### src/rtl/core/i2cms_pkg.sv
package i2cms_pkg;

    localparam int unsigned CMD_W   = 3;
    localparam int unsigned BYTE_W  = 8;
    localparam int unsigned IDX_W   = 5;
    localparam int unsigned TICK_W  = 8;
    localparam int unsigned S_TDATA_W = 16;
    localparam int unsigned M_TDATA_W = 16;

    localparam logic [CMD_W-1:0] OP_IDLE  = 3'd0;
    localparam logic [CMD_W-1:0] OP_START = 3'd1;
    localparam logic [CMD_W-1:0] OP_STOP  = 3'd2;
    localparam logic [CMD_W-1:0] OP_WRITE = 3'd3;
    localparam logic [CMD_W-1:0] OP_READ  = 3'd4;
    localparam logic [CMD_W-1:0] OP_SACK  = 3'd5;
    localparam logic [CMD_W-1:0] OP_RACK  = 3'd6;

    localparam logic [TICK_W-1:0] PHASE_TICKS_RST = 8'd10;
    localparam logic [BYTE_W-1:0] RX_MSB_MASK     = 8'h80;

    // line actions for one phase
    typedef struct packed {
        logic              scl_we;
        logic              scl_val;
        logic              sda_we;
        logic              sda_val;
        logic              rx_we;
        logic [BYTE_W-1:0] rx_mask;
        logic              ack_we;
        logic              ack_val;
    } phase_act_t;

    function automatic logic [IDX_W-1:0] phase_total(input logic [CMD_W-1:0] op);
        logic [IDX_W-1:0] n;
        unique case (op)
            OP_START: n = 5'd4;
            OP_STOP:  n = 5'd3;
            OP_WRITE: n = 5'd24;
            OP_READ:  n = 5'd25;
            OP_SACK:  n = 5'd3;
            OP_RACK:  n = 5'd4;
            default:  n = 5'd0;
        endcase
        return n;
    endfunction

endpackage

### src/rtl/core/i2c_master_bit_sequencer_core.sv
// A tick item accepted at an edge has its result valid after that edge.
// Throughput: one item per cycle; the sequencer state doubles as the result register,
// so a new item is taken whenever the result register is empty or being drained.
// Reset (rst_n, async, active low): lines released high, sequencer idle, no result
// pending, phase_ticks back to 10.
module i2c_master_bit_sequencer_core (
    input  logic                             clk,
    input  logic                             rst_n,
    input  logic                             s_axis_tvalid,
    output logic                             s_axis_tready,
    // command[2:0], tx_byte[10:3], ack_bit[11], sda_in[12], zero pad
    input  logic [i2cms_pkg::S_TDATA_W-1:0]  s_axis_tdata,
    output logic                             m_axis_tvalid,
    input  logic                             m_axis_tready,
    // scl_level[0], sda_level[1], busy_res[2], done_res[3], rx_byte[11:4], rx_ack[12], zero pad
    output logic [i2cms_pkg::M_TDATA_W-1:0]  m_axis_tdata,
    input  logic                             cfg_we,
    input  logic [i2cms_pkg::TICK_W-1:0]     cfg_wdata
);
    import i2cms_pkg::*;

    logic [TICK_W-1:0] phase_ticks_reg;
    logic [TICK_W-1:0] hold;
    logic              m_valid_reg, m_valid_next;
    logic              accept;
    logic              scl_level, sda_level, busy_res, done_res, rx_ack;
    logic [BYTE_W-1:0] rx_byte;

    assign s_axis_tready = !m_valid_reg || m_axis_tready;
    assign accept        = s_axis_tvalid && s_axis_tready;
    assign hold          = (phase_ticks_reg == '0) ? 8'd1 : phase_ticks_reg;
    assign m_valid_next  = accept || (m_valid_reg && !m_axis_tready);

    always_ff @(posedge clk or negedge rst_n)
    begin
        if (!rst_n)
        begin
            phase_ticks_reg <= PHASE_TICKS_RST;
            m_valid_reg     <= 1'b0;
        end
        else
        begin
            if (cfg_we)
                phase_ticks_reg <= cfg_wdata;
            m_valid_reg <= m_valid_next;
        end
    end

    i2cms_seq u_seq (
        .clk       (clk),
        .rst_n     (rst_n),
        .step      (accept),
        .hold      (hold),
        .command   (s_axis_tdata[2:0]),
        .tx_byte   (s_axis_tdata[10:3]),
        .ack_bit   (s_axis_tdata[11]),
        .sda_in    (s_axis_tdata[12]),
        .scl_level (scl_level),
        .sda_level (sda_level),
        .busy_res  (busy_res),
        .done_res  (done_res),
        .rx_byte   (rx_byte),
        .rx_ack    (rx_ack)
    );

    assign m_axis_tvalid = m_valid_reg;
    assign m_axis_tdata  = {3'b000, rx_ack, rx_byte, done_res, busy_res, sda_level, scl_level};

endmodule

### src/rtl/core/i2cms_phase.sv
module i2cms_phase (
    input  logic [i2cms_pkg::CMD_W-1:0]  op,
    input  logic [i2cms_pkg::IDX_W-1:0]  idx,
    input  logic [i2cms_pkg::BYTE_W-1:0] tx_byte,
    input  logic                         sack_level,
    input  logic                         sda_in,
    output i2cms_pkg::phase_act_t        act
);
    import i2cms_pkg::*;

    logic [IDX_W-1:0] rel;
    logic [8:0]       prod;
    logic [3:0]       quot;
    logic [2:0]       bit_n;
    logic [IDX_W-1:0] quot3;
    logic [IDX_W-1:0] rem_full;
    logic [1:0]       sub;

    // rel / 3 as (rel * 11) >> 5, exact for rel < 32
    assign rel      = (op == OP_READ) ? idx - 5'd1 : idx;
    assign prod     = {4'b0, rel} * 9'd11;
    assign quot     = prod[8:5];
    assign bit_n    = quot[2:0];
    assign quot3    = {quot, 1'b0} + {1'b0, quot};
    assign rem_full = rel - quot3;
    assign sub      = rem_full[1:0];

    always_comb
    begin
        act = '0;
        unique case (op)
            OP_START:
            begin
                case (idx)
                    5'd0:    begin act.sda_we = 1'b1; act.sda_val = 1'b1; end
                    5'd1:    begin act.scl_we = 1'b1; act.scl_val = 1'b1; end
                    5'd2:    begin act.sda_we = 1'b1; act.sda_val = 1'b0; end
                    default: begin act.scl_we = 1'b1; act.scl_val = 1'b0; end
                endcase
            end
            OP_STOP:
            begin
                case (idx)
                    5'd0:    begin act.sda_we = 1'b1; act.sda_val = 1'b0; end
                    5'd1:    begin act.scl_we = 1'b1; act.scl_val = 1'b1; end
                    default: begin act.sda_we = 1'b1; act.sda_val = 1'b1; end
                endcase
            end
            OP_WRITE:
            begin
                case (sub)
                    2'd0:    begin act.sda_we = 1'b1; act.sda_val = tx_byte[3'd7 - bit_n]; end
                    2'd1:    begin act.scl_we = 1'b1; act.scl_val = 1'b1; end
                    default: begin act.scl_we = 1'b1; act.scl_val = 1'b0; end
                endcase
            end
            OP_READ:
            begin
                if (idx == 5'd0)
                begin
                    act.sda_we  = 1'b1;
                    act.sda_val = 1'b1;
                end
                else
                begin
                    case (sub)
                        2'd0:
                        begin
                            act.scl_we  = 1'b1;
                            act.scl_val = 1'b1;
                        end
                        2'd1:
                        begin
                            act.rx_we   = sda_in;
                            act.rx_mask = RX_MSB_MASK >> bit_n;
                        end
                        default:
                        begin
                            act.scl_we  = 1'b1;
                            act.scl_val = 1'b0;
                        end
                    endcase
                end
            end
            OP_SACK:
            begin
                case (idx)
                    5'd0:    begin act.sda_we = 1'b1; act.sda_val = sack_level; end
                    5'd1:    begin act.scl_we = 1'b1; act.scl_val = 1'b1; end
                    default: begin act.scl_we = 1'b1; act.scl_val = 1'b0; end
                endcase
            end
            OP_RACK:
            begin
                case (idx)
                    5'd0:    begin act.sda_we = 1'b1; act.sda_val = 1'b1; end
                    5'd1:    begin act.scl_we = 1'b1; act.scl_val = 1'b1; end
                    5'd2:    begin act.ack_we = 1'b1; act.ack_val = sda_in; end
                    default: begin act.scl_we = 1'b1; act.scl_val = 1'b0; end
                endcase
            end
            default:
            begin
                act = '0;
            end
        endcase
    end

endmodule

### src/rtl/core/i2cms_seq.sv
module i2cms_seq (
    input  logic                          clk,
    input  logic                          rst_n,
    input  logic                          step,
    input  logic [i2cms_pkg::TICK_W-1:0]  hold,
    input  logic [i2cms_pkg::CMD_W-1:0]   command,
    input  logic [i2cms_pkg::BYTE_W-1:0]  tx_byte,
    input  logic                          ack_bit,
    input  logic                          sda_in,
    output logic                          scl_level,
    output logic                          sda_level,
    output logic                          busy_res,
    output logic                          done_res,
    output logic [i2cms_pkg::BYTE_W-1:0]  rx_byte,
    output logic                          rx_ack
);
    import i2cms_pkg::*;

    logic              scl_reg, scl_next;
    logic              sda_reg, sda_next;
    logic [CMD_W-1:0]  op_reg, op_next;
    logic [IDX_W-1:0]  idx_reg, idx_next;
    logic [TICK_W-1:0] wait_reg, wait_next;
    logic [BYTE_W-1:0] tx_reg, tx_next;
    logic              sack_reg, sack_next;
    logic [BYTE_W-1:0] rx_reg, rx_next;
    logic              ack_reg, ack_next;
    logic              done_reg, done_next;

    logic              active;
    logic              starting;
    logic [TICK_W-1:0] wait_dec;
    logic [IDX_W-1:0]  idx_inc;
    logic              finish;
    logic              run;
    logic [CMD_W-1:0]  act_op;
    logic [IDX_W-1:0]  act_idx;
    logic [BYTE_W-1:0] rx_base;
    phase_act_t        act;

    assign active   = (op_reg != OP_IDLE);
    assign starting = !active && (command >= OP_START) && (command <= OP_RACK);
    assign wait_dec = wait_reg - 8'd1;
    assign idx_inc  = idx_reg + 5'd1;
    assign finish   = active && (wait_dec == '0) && (idx_inc >= phase_total(op_reg));
    assign run      = starting || (active && (wait_dec == '0) && !finish);
    assign act_op   = starting ? command : op_reg;
    assign act_idx  = starting ? '0 : idx_inc;
    assign tx_next  = (starting && command == OP_WRITE) ? tx_byte : tx_reg;
    assign sack_next = (starting && command == OP_SACK) ? ack_bit : sack_reg;
    assign rx_base  = (starting && command == OP_READ) ? '0 : rx_reg;

    i2cms_phase u_phase (
        .op         (act_op),
        .idx        (act_idx),
        .tx_byte    (tx_next),
        .sack_level (sack_next),
        .sda_in     (sda_in),
        .act        (act)
    );

    always_comb
    begin
        scl_next  = scl_reg;
        sda_next  = sda_reg;
        op_next   = op_reg;
        idx_next  = idx_reg;
        wait_next = wait_reg;
        rx_next   = rx_base;
        ack_next  = ack_reg;
        done_next = 1'b0;
        if (active)
        begin
            wait_next = wait_dec;
            if (finish)
            begin
                op_next   = OP_IDLE;
                idx_next  = '0;
                done_next = 1'b1;
            end
            else if (wait_dec == '0)
            begin
                idx_next = idx_inc;
            end
        end
        else if (starting)
        begin
            op_next  = command;
            idx_next = '0;
        end
        if (run)
        begin
            wait_next = hold;
            if (act.scl_we) scl_next = act.scl_val;
            if (act.sda_we) sda_next = act.sda_val;
            if (act.rx_we)  rx_next  = rx_base | act.rx_mask;
            if (act.ack_we) ack_next = act.ack_val;
        end
    end

    always_ff @(posedge clk or negedge rst_n)
    begin
        if (!rst_n)
        begin
            scl_reg  <= 1'b1;
            sda_reg  <= 1'b1;
            op_reg   <= OP_IDLE;
            idx_reg  <= '0;
            wait_reg <= '0;
            tx_reg   <= '0;
            sack_reg <= 1'b0;
            rx_reg   <= '0;
            ack_reg  <= 1'b1;
            done_reg <= 1'b0;
        end
        else if (step)
        begin
            scl_reg  <= scl_next;
            sda_reg  <= sda_next;
            op_reg   <= op_next;
            idx_reg  <= idx_next;
            wait_reg <= wait_next;
            tx_reg   <= tx_next;
            sack_reg <= sack_next;
            rx_reg   <= rx_next;
            ack_reg  <= ack_next;
            done_reg <= done_next;
        end
    end

    assign scl_level = scl_reg;
    assign sda_level = sda_reg;
    assign busy_res  = active;
    assign done_res  = done_reg;
    assign rx_byte   = rx_reg;
    assign rx_ack    = ack_reg;

endmodule

### config.mk
export PLATFORM = sky130hd
export DESIGN_NAME = i2c_master_bit_sequencer_core
export DESIGN_NICKNAME = d
export VERILOG_FILES = /design/src/rtl/core/i2cms_pkg.sv /design/src/rtl/core/i2c_master_bit_sequencer_core.sv /design/src/rtl/core/i2cms_phase.sv /design/src/rtl/core/i2cms_seq.sv
export SDC_FILE = /design/constraint.sdc
export NUM_CORES = 1
export LEC_CHECK = 0
export ABC_AREA = 0
export BUFFER_PORTS_ARGS = -buffer_cell sky130_fd_sc_hd__buf_2
export CAP_MARGIN = 20
export CORE_MARGIN = 2
export CORE_UTILIZATION = 59
export CTS_CLUSTER_DIAMETER = 120
export DETAILED_ROUTE_END_ITERATION = 10
export GPL_ROUTABILITY_DRIVEN = 0
export PLACE_DENSITY_LB_ADDON = 0.08
export SYNTH_ARGS = -nofsm -noshare
export SYNTH_HDL_FRONTEND = slang
export SYNTH_SLANG_ARGS = --single-unit
### constraint.sdc
create_clock -name clk -period 6.97 [get_ports clk]
set_input_delay 1.394 -clock clk [delete_from_list [all_inputs] [get_ports clk]]
set_output_delay 1.394 -clock clk [all_outputs]
set_load 0.1 [all_outputs]
==> results.md <==
Clocking:
- The number of hold buffers added after cts is 0.
- The clock latency on the worst-skew pair is 0.30 ns.
- The number of buffers inserted during clock tree synthesis is 5.
- The count of H-tree levels built during CTS is 2.
- The count of cells resized by post-cts repair is 0.
- In this run the clock root is driven by a clkbuf_8.
- After clock tree synthesis, the setup repair step added 0 buffers.
- TritonCTS built the clock tree.
- After clock tree synthesis, the clock-pin slew on the worst setup and hold paths is 0.09 ns.
- For this design, the sink count on the clock tree is 46.
- The clock tree buffer depth is 2.

Critical path:
- The startpoint type of the worst setup path is an input port.
- Together, buffers and inverters on the worst path number 6.
- The worst setup path is captured at a register.
- The most numerous cell type found on the critical path is inv_1.
- The data arrival time of the critical path is 6.90 ns.
- The required time at the worst-slack endpoint is 7.20 ns.
- The class of the most critical setup path is in -> reg.
- The largest individual stage delay along the critical path comes from the cell or3_4.
- The highest cell delay on the worst timing path is 0.41 ns.
- In this run the worst path has a maximum fanout of 5.
- The cell family contributing the most delay on the critical path is simple AND/OR/NAND/NOR gates.

Worst hold path:
- In this run the worst hold path is classified as reg -> reg.

Layout:
- The antenna cell count is 0.
- The final cell count without fillers is 543.
- In the final layout, the share of cells above drive strength 1 is 24.25%.
- The multi-input combinational cells in the finished layout cover a total of 2456 um2.
- In the final design database the tool counted 520 nets.
- Summing all flip-flop and latch instances after layout gives 1157 um2.
- The number of fill cells in the layout is 516.
- The area growth from synthesis to layout is 11.28%.

STA:
- The post-layout minimum cycle time is 6.665 ns.
- Setup repair after global routing left no endpoint under its margin.
- In this run the tightest slew margin relative to its limit is 58.17%.
- The final number of max-transition violations is 0.
- Dividing the final minimum period by the clock period gives 95.63%.
- The actual transition at the worst max-transition pin is 0.6230 ns.
- The hold violation count in the final report is 0.
- The setup skew after layout is 0.007101 ns.
- The top achievable clock speed is 0.1500 GHz.
- The number of endpoints failing setup at the final stage is 0.

Placed design:
- The wire-length estimate of the detail-placed layout is 6.794 mm.
- Input and output buffers added on the ports amount to 40.
- The total instance count after detailed placement is 533.

Die:
- After floorplanning, the core was divided into 29 placement rows.
- The floorplan die area is 7107 um2.
- Once the floorplan was initialized, standard cells occupied 60.61% of the core.
- 47 I/O pins were placed.
- The region available for standard cell placement spans 6277 um2.
- The floorplan die width is 84.31 um.
- From bottom edge to top edge, the die measures 84.31 um.

Logic synthesis:
- The number of distinct library cells after synthesis is 84.
- The synthesized design contains 0 enable-type register cells.
- The sequential cell area fraction in the yosys report is 30.42%.
- Yosys attributes the largest share of cell area to dfrtp_1, ha_1, mux2_2.
- The mapped netlist covers 3805 um2.
- The synthesized area per cell is 8.953 um2.
- The flip-flop cell with the highest count after synthesis is dfrtp_1.
- In this run, synthesis produced a sequential element count of 46.
- The fraction of synthesized cell area taken by the top area cell type is 26.96%.
- The number of synthesis warnings is 0.
- For this run, asynchronously set or reset flops after synthesis account for 100.0%.
- The cell count after synthesis is 425.
- The post-synthesis cell type with the largest combined area is dfrtp_1.

Route:
- In the routed layout, each cell is associated on average with a via count of 6.107.
- In the final routed layout, each cell accounts on average for 16.04 um.
- For this block, the initial DRC count from the detailed router was 274.
- The first detailed-routing pass took 5 iterations.
- The detailed-route DRC error count is 0.
- The final layout contains routed wiring with a total length of 8.711 mm.
- The number of nets with antenna violations after detailed routing is 0.
- The routed layout has 3316 vias.

Global routing:
- Global routing consumed, over all layers together, 25.67% of the routing resources.
- The largest net degree at the start of global routing is 47.
- The total grt overflow is 0.
- The via count of the first global-routing pass is 3242.
- The first-pass GRT wire length is 15.06 mm.
- The number of antenna violations at the first check in global routing is 0.

Run status:
- The flow ran to the end, and the final reports show no timing, DRC or antenna violations.

Run:
- The number of violations of the max-capacitance limit is 0.
-- worst min-delay path: stages (launching register included) --
cell     delay (ns)
dfrtp_1        0.35
nand2_1        0.05
nand2_1        0.06
-- synth_stat cells (4+ instances only) --
master / n
inv_1: 19
buf_4: 8
and3_1: 5
or2_2: 4
o211ai_1: 5
o21ai_0: 29
nor2_1: 26
a22o_1: 8
a211oi_1: 4
a21o_1: 7
nand3_1: 14
ha_1: 25
a21oi_1: 26
dfrtp_1: 41
nand2_1: 36
xnor2_1: 4
mux2_2: 19
a32o_1: 4
clkbuf_1: 12
mux2i_1: 9
dfstp_2: 5
xor2_1: 4
nand2b_1: 5
nor4_1: 4
buf_2: 4
o21bai_1: 4
nor3_1: 9
nor2b_1: 6
-- worst paths after layout --
check / to / cells past startpoint / slack, ns / start
max: u_seq.scl_level / 27 / 0.30 / s_axis_tdata[2]
min: u_seq.done_res / 2 / 0.49 / u_seq.done_res
max reg2reg: u_seq.scl_level / 27 / 1.00 / u_seq.op_reg[2]
min reg2reg: u_seq.done_res / 2 / 0.49 / u_seq.done_res
max in group asynchronous: u_seq.rx_ack / 2 / 5.54 / rst_n
min in group asynchronous: u_seq.wait_reg[2] / 1 / 0.92 / rst_n
-- area by class of cell --
| cell class | instances | share of cell area, % |
|---|---|---|
| multi-input combinational | 335 | 58.01 |
| sequential | 46 | 27.33 |
| timing repair buffer | 56 | 7.861 |
| tap | 77 | 2.275 |
| inverter | 21 | 1.921 |
| clock buffer | 6 | 1.714 |
| clock inverter | 2 | 0.8865 |
-- kinds of logic after synthesis --
logic type	synth area share, %
other cells	0.09856
mux	9.438
compound gates	22.86
buf+inv	5.524
flops	30.42
xor+xnor	2.894
fa+ha+maj	8.747
simple gates	20.03
-- placed cells by master (no fill, tap or decap), types with 4 or more instances in the layout --
master     n
inv_1     19
mux2_2    19
mux2i_1    9
dfrtp_1   41
dfstp_2    5
o21ai_0   28
clkbuf_8   5
a21o_1     7
xnor2_1    4
or2_2      4
a32o_1     4
xor2_1     4
a21oi_1   25
o21bai_1   4
nor2_1    26
nand2b_1   5
a22o_1     8
buf_2     40
nor2b_1    6
nand2_1   36
a211oi_1   4
buf_4     15
and3_1     5
o211ai_1   5
ha_1      25
nor3_1     9
nand3_1   14
nor4_1     4
-- layer usage --
layer | share of wire (%) | vias up | track usage [%]
met2 | 46 | 91 | 40.62
met1 | 48 | 1580 | 37.43
li1 | - | 1638 | -
met5 | 0 | - | 0
met4 | 0.95 | 0 | 5.718
met3 | 5.4 | 7 | 3.835
-- per-stage QoR --
| step | hold WS [ns] | setup TNS (ns) | area, um2 | setup slack, ns | utilization [%] |
|---|---|---|---|---|---|
| 6_report | 0.4902 | 0 | 4234 | 0.3045 | 67.45 |
| 4_1_cts | 0.4953 | 0 | 4195 | 0.2368 | 66.83 |
| 2_1_floorplan | 0.4385 | 0 | 3812 | 0.2638 | - |
| 3_3_place_gp | 0.4487 | 0 | 4085 | 0.03799 | 65.08 |
| 3_5_place_dp | 0.4704 | -0.2050 | 4085 | -0.08939 | 65.08 |
| 5_1_grt | 0.5015 | 0 | 4234 | 0.01217 | 67.45 |
Power is left out: the tool's default activity adds up to more than one toggle a clock period on the data nets, which glitch-free logic cannot reach.
